`src/rtl/cdq_pkg.sv`:
```
package cdq_pkg;

  localparam int DEPTH  = 8;
  localparam int PTR_W  = (DEPTH > 1) ? $clog2(DEPTH) : 1;
  localparam int CNT_W  = $clog2(DEPTH + 1);
  localparam int DATA_W = 32;
  localparam int OP_W   = 2;
  localparam int ST_W   = 2;
  localparam int OCC_W  = 4;

  typedef logic [PTR_W-1:0]  ptr_t;
  typedef logic [CNT_W-1:0]  cnt_t;
  typedef logic [DATA_W-1:0] data_t;

  typedef enum logic [OP_W-1:0] {
    OP_PUSH_REAR  = 2'd0,
    OP_POP_FRONT  = 2'd1,
    OP_PUSH_FRONT = 2'd2,
    OP_POP_REAR   = 2'd3
  } op_t;

  typedef enum logic [ST_W-1:0] {
    ST_DONE      = 2'd0,
    ST_OVERFLOW  = 2'd1,
    ST_UNDERFLOW = 2'd2
  } status_t;

  // one access to the word store per cycle
  typedef struct packed {
    logic  we;
    logic  re;
    ptr_t  waddr;
    ptr_t  raddr;
    data_t wdata;
  } mem_req_t;

endpackage

```
`src/rtl/cdq_store.sv`:
```
module cdq_store (
  input  logic             clk,
  input  cdq_pkg::mem_req_t req,
  output cdq_pkg::data_t    rdata
);
  import cdq_pkg::*;

  data_t mem [DEPTH];

  always_ff @(posedge clk) begin
    if (req.we) begin
      mem[req.waddr] <= req.wdata;
    end
    if (req.re) begin
      rdata <= mem[req.raddr];
    end
  end

endmodule

```
`src/rtl/circular_deque_unit.sv`:
```
// channel  | handshake             | payload
// ---------+-----------------------+--------------------------------------------------------
// in       | in_valid / in_ready   | op[1:0], value[31:0] signed
// out      | out_valid / out_ready | status[1:0], popped_value[31:0] signed, occupancy[3:0]
//
// one request per cycle sustained while results are taken; each result passes through
// the read stage (registered read of the word store), then the result register.
// the front/rear positions and the count update in the accept cycle, so a
// request never waits on the one before it.
// rst (synchronous) clears positions, count and valid flags; the store is
// not cleared, since only written entries are ever popped.
// with out_ready low the result register holds, one more request can sit in
// the read stage, then in_ready drops until the result is taken.
module circular_deque_unit (
  input  logic                          clk,
  input  logic                          rst,
  input  logic                          in_valid,
  output logic                          in_ready,
  input  logic [cdq_pkg::OP_W-1:0]      op,
  input  logic signed [cdq_pkg::DATA_W-1:0] value,
  output logic                          out_valid,
  input  logic                          out_ready,
  output logic [cdq_pkg::ST_W-1:0]      status,
  output logic signed [cdq_pkg::DATA_W-1:0] popped_value,
  output logic [cdq_pkg::OCC_W-1:0]     occupancy
);
  import cdq_pkg::*;

  localparam ptr_t LAST_POS  = PTR_W'(DEPTH - 1);
  localparam cnt_t FULL_CNT  = CNT_W'(DEPTH);
  localparam cnt_t ONE_CNT   = CNT_W'(1);

  // wrap-around step forward and back
  function automatic ptr_t pos_next(input ptr_t p);
    return (p == LAST_POS) ? '0 : p + 1'b1;
  endfunction

  function automatic ptr_t pos_prev(input ptr_t p);
    return (p == '0) ? LAST_POS : p - 1'b1;
  endfunction

  // deque state
  ptr_t front, front_next;
  ptr_t rear, rear_next;
  cnt_t cnt, cnt_next;

  // read stage: waits for the store read data
  logic    p_valid;
  status_t p_status;
  logic    p_pop_ok;
  cnt_t    p_cnt;

  // result register
  status_t out_status;
  data_t   out_popped;
  cnt_t    out_cnt;

  mem_req_t req;
  data_t    rd_data;
  status_t  st_in;
  logic     pop_ok_in;
  op_t      op_in;
  logic     accept;
  logic     out_free;
  logic     advance;
  logic     is_full;
  logic     is_empty;

  assign op_in    = op_t'(op);
  assign is_full  = (cnt == FULL_CNT);
  assign is_empty = (cnt == '0);

  // result slot frees when empty or taken this cycle
  assign out_free = !out_valid || out_ready;
  assign advance  = p_valid && out_free;
  assign in_ready = !p_valid || out_free;
  assign accept   = in_valid && in_ready;

  // pointer update and store access for the accepted request
  always_comb begin
    front_next = front;
    rear_next  = rear;
    cnt_next   = cnt;
    st_in      = ST_DONE;
    pop_ok_in  = 1'b0;
    req        = '0;
    req.wdata  = data_t'(value);
    if (accept) begin
      unique case (op_in)
        OP_PUSH_REAR, OP_PUSH_FRONT: begin
          if (is_full) begin
            st_in = ST_OVERFLOW;
          end else if (is_empty) begin
            // first word always lands at position zero
            front_next = '0;
            rear_next  = '0;
            cnt_next   = ONE_CNT;
            req.we     = 1'b1;
            req.waddr  = '0;
          end else if (op_in == OP_PUSH_REAR) begin
            rear_next = pos_next(rear);
            cnt_next  = cnt + 1'b1;
            req.we    = 1'b1;
            req.waddr = pos_next(rear);
          end else begin
            front_next = pos_prev(front);
            cnt_next   = cnt + 1'b1;
            req.we     = 1'b1;
            req.waddr  = pos_prev(front);
          end
        end
        OP_POP_FRONT, OP_POP_REAR: begin
          if (is_empty) begin
            st_in = ST_UNDERFLOW;
          end else begin
            pop_ok_in = 1'b1;
            req.re    = 1'b1;
            req.raddr = (op_in == OP_POP_FRONT) ? front : rear;
            if (cnt == ONE_CNT) begin
              // last word gone: positions return home
              front_next = '0;
              rear_next  = '0;
              cnt_next   = '0;
            end else if (op_in == OP_POP_FRONT) begin
              front_next = pos_next(front);
              cnt_next   = cnt - 1'b1;
            end else begin
              rear_next = pos_prev(rear);
              cnt_next  = cnt - 1'b1;
            end
          end
        end
        default: begin
        end
      endcase
    end
  end

  cdq_store u_store (
    .clk   (clk),
    .req   (req),
    .rdata (rd_data)
  );

  always_ff @(posedge clk) begin
    if (rst) begin
      front     <= '0;
      rear      <= '0;
      cnt       <= '0;
      p_valid   <= 1'b0;
      out_valid <= 1'b0;
    end else begin
      front <= front_next;
      rear  <= rear_next;
      cnt   <= cnt_next;

      // read stage; rd_data holds while this stage waits, no new read issues
      if (accept) begin
        p_valid <= 1'b1;
      end else if (advance) begin
        p_valid <= 1'b0;
      end

      if (advance) begin
        out_valid <= 1'b1;
      end else if (out_ready) begin
        out_valid <= 1'b0;
      end
    end
  end

  // payload registers, no reset needed
  always_ff @(posedge clk) begin
    if (accept) begin
      p_status <= st_in;
      p_pop_ok <= pop_ok_in;
      p_cnt    <= cnt_next;
    end
    if (advance) begin
      out_status <= p_status;
      out_popped <= p_pop_ok ? rd_data : '0;
      out_cnt    <= p_cnt;
    end
  end

  assign status       = out_status;
  assign popped_value = out_popped;
  // occupancy is reported modulo 16
  assign occupancy    = OCC_W'(out_cnt);

endmodule

```
`config.mk`:
```
export PLATFORM = sky130hd
export DESIGN_NAME = circular_deque_unit
export DESIGN_NICKNAME = d
export VERILOG_FILES = /design/src/rtl/cdq_pkg.sv /design/src/rtl/cdq_store.sv /design/src/rtl/circular_deque_unit.sv
export SDC_FILE = /design/constraint.sdc
export NUM_CORES = 1
export LEC_CHECK = 0
export BUFFER_PORTS_ARGS = -buffer_cell sky130_fd_sc_hd__buf_4
export CAP_MARGIN = 40
export CORE_ASPECT_RATIO = 0.7
export CORE_MARGIN = 8
export CORE_UTILIZATION = 60
export DETAILED_ROUTE_END_ITERATION = 10
export PLACE_DENSITY_LB_ADDON = 0.3
export SLEW_MARGIN = 20
export SYNTH_ARGS = -nofsm -noshare
export SYNTH_HDL_FRONTEND = slang
export SYNTH_SLANG_ARGS = --single-unit
```
`constraint.sdc`:
```
create_clock -name clk -period 6 [get_ports clk]
set_input_delay 0.6 -clock clk [delete_from_list [all_inputs] [get_ports clk]]
set_output_delay 0.6 -clock clk [all_outputs]
set_load 0.05 [all_outputs]
```
==> flow_results.org <==
** Clock network
- Clock root cell :: sky130_fd_sc_hd__clkbuf_16
- Counting every sink on the clock net gives around 350.
- The longest clock path from root to sink contains 3 buffers.
- TritonCTS built the clock tree.
- Number of gates resized after cts :: 0
- The number of hold buffers added after CTS was 0.
- The later pin in the worst-skew pair is clocked with a latency of 550 ps.
- TritonCTS created 30 clock buffers.
- Clock slew at the register clock pins of the worst setup and hold paths :: 70 ps
- In this run the post-CTS setup repair buffer count came out at 0.
- H-tree depth :: 1

** Power and ir drop
- Power comes to 5260 µW.
- Psw :: 1250 µW
- VDD IR max :: approximately 270 µV
- The share of total power dissipated in sequential elements is 52.6%.
- Internal power summed over all cells :: 4010 µW
- Power per cell area :: 340 mW/mm²
- The clock network burns a little under two fifths of the power.
- Leakage dissipation :: 0.00525 µW
- Sw frac :: 23.8%
- Proportion of power drawn by combinational gates :: around a tenth

** Yosys
- Average cell area after synthesis :: 14.6 µm²
- The mapped netlist covers 0.0135 mm².
- After synthesis, the largest area contributor takes up 73.9% of total cell area.
- After synthesis, the share of flip-flops with an asynchronous set or reset is 0%.
- Distinct cell type count after synthesis :: 51
- Yosys warning total :: 0
- The number of nets in the synthesized netlist is 977.
- Number of enable-type register cells in the synthesized netlist :: roughly 330
- Counting every instance in the synthesized netlist gives 928.
- By area the synthesized netlist is led by sky130_fd_sc_hd__edfxtp_1 74%, sky130_fd_sc_hd__a21oi_1 4.0%, sky130_fd_sc_hd__nand2_1 3.7%, sky130_fd_sc_hd__o21ai_0 2.7%, sky130_fd_sc_hd__a221o_1 2.4%.
- Synth Register Bits :: 345
- Fraction of the yosys area taken by sequential cells :: 75.6%
- The largest total area in the synthesized netlist belongs to sky130_fd_sc_hd__edfxtp_1.
- Top flip-flop cell by instance count after synthesis :: sky130_fd_sc_hd__edfxtp_1

** Worst setup path
- Family with the most delay on the worst path :: simple AND/OR/NAND/NOR gates
- Timing startpoint of the critical path :: cnt[0]
- CP max stage cell :: sky130_fd_sc_hd__or3b_1
- Worst path arrival time :: 3730 ps
- In this run the critical register-to-register path is launched from cnt[0].
- Most repeated library cell on the critical path :: sky130_fd_sc_hd__buf_4
- Required time at the endpoint of the critical path :: 6300 ps
- Buffers and inverters on the worst path :: 3
- The worst setup path is captured at a flop.
- The worst setup path is launched from a flop.
- The critical path goes through inv_1 > ha_1 > or3b_1 > nand4_1 > buf_4 > nor2b_2 > buf_4 > a221o_1 > o22a_1.
- By startpoint and endpoint, the worst setup path is classified as flop to flop.
- Largest fanout of any net on the critical path :: 66
- In this design, the stage delay of the slowest critical-path cell is 510 ps.

** Timing
- Final period util :: 57.3%
- Setup slack closes at 2560 ps.
- The total count of hold-check failures in the final report was 0.
- Max-slew headroom at the worst pin :: 43.3%
- Worst Max-Slew Pin Slew :: 850 ps
- Clock skew after layout :: 9.00 ps
- Based on the critical path, the design can be clocked at up to 291 MHz.
- Final setup TNS :: 0 ps
- Total of endpoints with negative setup slack in the final report :: 0
- The max-slew violation total from the final report is 0.
- Setup repair after global routing left no endpoint under its margin.
- Post-layout min period :: 3440 ps

** GRT
- For this run the aggregate overflow at the end of global routing stands at 0.
- For met1 alone, demand over resource in global routing was between 30% and 40%.
- The number of antenna violations at the first check in global routing was 1.
- GRT Total Usage :: 21.5%
- The number of global-route vias before repair was around 8,200.
- Met2 track demand over resource :: 34.6%
- First-pass GRT wire length :: 46.7 mm
- Met3 track demand over resource :: 3.60%
- Entering global routing, the biggest net connects 67 pins.
- The global routing stage identified its most utilized layer as met2.

** Placed design
- The wire-length estimate of the detail-placed layout is between 15 and 20 mm.
- Count of buffers inserted at the top-level ports :: 77
- At the end of routability-driven placement, the weighted congestion stood at ~0.91.
- Pre-CTS WS :: roughly 2500 ps

** Floorplan
- Die span in x :: 196 µm
- For this design the top-level I/O count stands at slightly below 80.
- Measured along the y axis, the die boundary spans about 140 µm.
- The total area inside the core boundary comes to 0.0224 mm².
- Total Die Area :: 0.0277 mm²
- Initial standard-cell utilization of the core :: between 60% and 70%
- Site row count :: 46

** Detailed routing
- After detailed routing, the total wire length is 30.4 mm.
- Number of routed nets with antenna violations :: 0
- Initial DRC count :: 965
- Via count :: 8,350
- DRC errors left :: 0
- Number of optimization iterations in the first detailed-route pass :: 5
- Number of vias per cell :: 6.34
- Post-detailed-route wirelength per cell :: roughly 23 µm

** Layout
- Relative to the synthesized area, the layout overhead comes to 14.5%.
- Net count, final :: 1,053
- Area of combinational cells with multiple inputs :: 0.00305 mm²
- The post-route netlist has 16.1% of its cells at a drive strength greater than 1.
- Registers take 0.0102 mm².
- Fill cells in the final layout number 1,457.
- # diodes :: 0
- Final core occ :: 69.2%

** Run
- Max-capacitance violation count :: 0

** Worst hold path
- Hold WC Path Type :: input port to flop
- Start point of the worst hold path :: value[20]

** Outcome
- Result of the run :: finished clean
[per-layer routing]
metal  share of wire, %  wire (µm)  up-vias
met1                 43      13000     4189
met5                  0          0        -
met2                 47      14300      418
li1                   -          -     3694
met4                1.5        461        0
met3                8.6       2610       49
[placed cells by master, fill, tap and decap left out, types with 5 or more instances in the layout]
| cell | instances |
|---|---|
| sky130_fd_sc_hd__nor2b_1 | 7 |
| sky130_fd_sc_hd__clkinv_2 | 8 |
| sky130_fd_sc_hd__buf_4 | 95 |
| sky130_fd_sc_hd__and2_1 | 34 |
| sky130_fd_sc_hd__nor3_1 | 5 |
| sky130_fd_sc_hd__o21ai_0 | 73 |
| sky130_fd_sc_hd__clkinv_1 | 5 |
| sky130_fd_sc_hd__nor3_2 | 5 |
| sky130_fd_sc_hd__nand2_1 | 133 |
| sky130_fd_sc_hd__nor2_1 | 12 |
| sky130_fd_sc_hd__a21oi_1 | 107 |
| sky130_fd_sc_hd__dfxtp_1 | 12 |
| sky130_fd_sc_hd__nand3_1 | 5 |
| sky130_fd_sc_hd__nand2b_1 | 5 |
| sky130_fd_sc_hd__ha_1 | 11 |
| sky130_fd_sc_hd__a221o_1 | 32 |
| sky130_fd_sc_hd__edfxtp_1 | 333 |
| sky130_fd_sc_hd__o22a_1 | 31 |
| sky130_fd_sc_hd__clkbuf_16 | 31 |
| sky130_fd_sc_hd__inv_1 | 11 |
[final timing paths]
kind / depth (start not counted) / to / slack [ps]
hold / removal: 1 / u_store.mem[7][20] / 280
hold reg to reg: 0 / occupancy[3] / 420
setup / recovery: 9 / u_store.rdata[14] / 2560
setup reg to reg: 9 / u_store.rdata[14] / 2560
[cells by family (layout without fill, tap and decap cells)]
| family | after synthesis | count (layout) | synth area share, % |
|---|---|---|---|
| compound gates | 273 | 273 | 12.8 |
| fa+ha+maj | 11 | 11 | 1.02 |
| buf+inv | 68 | 168 | 2.21 |
| flops | 345 | 345 | 75.6 |
| mux | 7 | 7 | 0.647 |
| simple gates | 224 | 224 | 7.65 |
[sequential cells by signal, summed over array words and instances (netlist names)]
register and flops:
p_valid 1, u_store.rdata 32, popped_value 32, u_store.mem 256, occupancy 4, p_pop_ok 1
out_valid 1, rear 3, status 2, front 3, p_cnt 4, cnt 4
p_status 2
[cell usage after synthesis, drive strengths merged, types with 2 or more instances]
library cell  instances
edfxtp              333
nand2               133
a21oi               107
o21ai                73
clkbuf               46
and2                 34
a221o                32
o22a                 31
dfxtp                12
inv                  12
nor2                 12
ha                   11
buf                  10
nor3                 10
nor2b                 8
mux2i                 6
nand3                 6
and3                  5
nand2b                5
a211oi                4
a22oi                 4
a31oi                 3
nand3b                3
or3                   3
a21o                  2
a311oi                2
a31o                  2
o21a                  2
[metrics by stage]
stage	hold slack, ps	instance area, µm²	std cells
2_1_floorplan	400	13500	928
3_3_place_gp	403	14400	1255
3_5_place_dp	409	14500	1259
4_1_cts	263	15500	1315
5_1_grt	265	15500	1316
6_report	281	15500	1316
[power by group through the flow]
| stage | clock [µW] | sequential [µW] | combinational [µW] |
|---|---|---|---|
| 2_1_floorplan | 0 | 2860 | 285 |
| 3_3_place_gp | 0 | 2820 | 497 |
| 3_5_place_dp | 0 | 2820 | 517 |
| 4_1_cts | 1980 | 2770 | 522 |
| 5_1_grt | 2070 | 2780 | 572 |
| 6_report | 1970 | 2770 | 527 |
[area by class of cell]
type,instances,share of cell area (%)
clock buffer,33,5.05
clock inverter,23,1.46
inverter,12,0.291
multi-input combinational,515,19.7
sequential,345,66.1
tap,288,2.33
timing repair buffer,100,5.13
[worst register-to-register path, stage by stage (launching register included)]
cell and delay (ps):
sky130_fd_sc_hd__dfxtp_1 380, sky130_fd_sc_hd__inv_1 80, sky130_fd_sc_hd__ha_1 330, sky130_fd_sc_hd__or3b_1 510, sky130_fd_sc_hd__nand4_1 150, sky130_fd_sc_hd__buf_4 500
sky130_fd_sc_hd__nor2b_2 370, sky130_fd_sc_hd__buf_4 330, sky130_fd_sc_hd__a221o_1 330, sky130_fd_sc_hd__o22a_1 200
No activity file was read; power rests on OpenSTA's default activity.
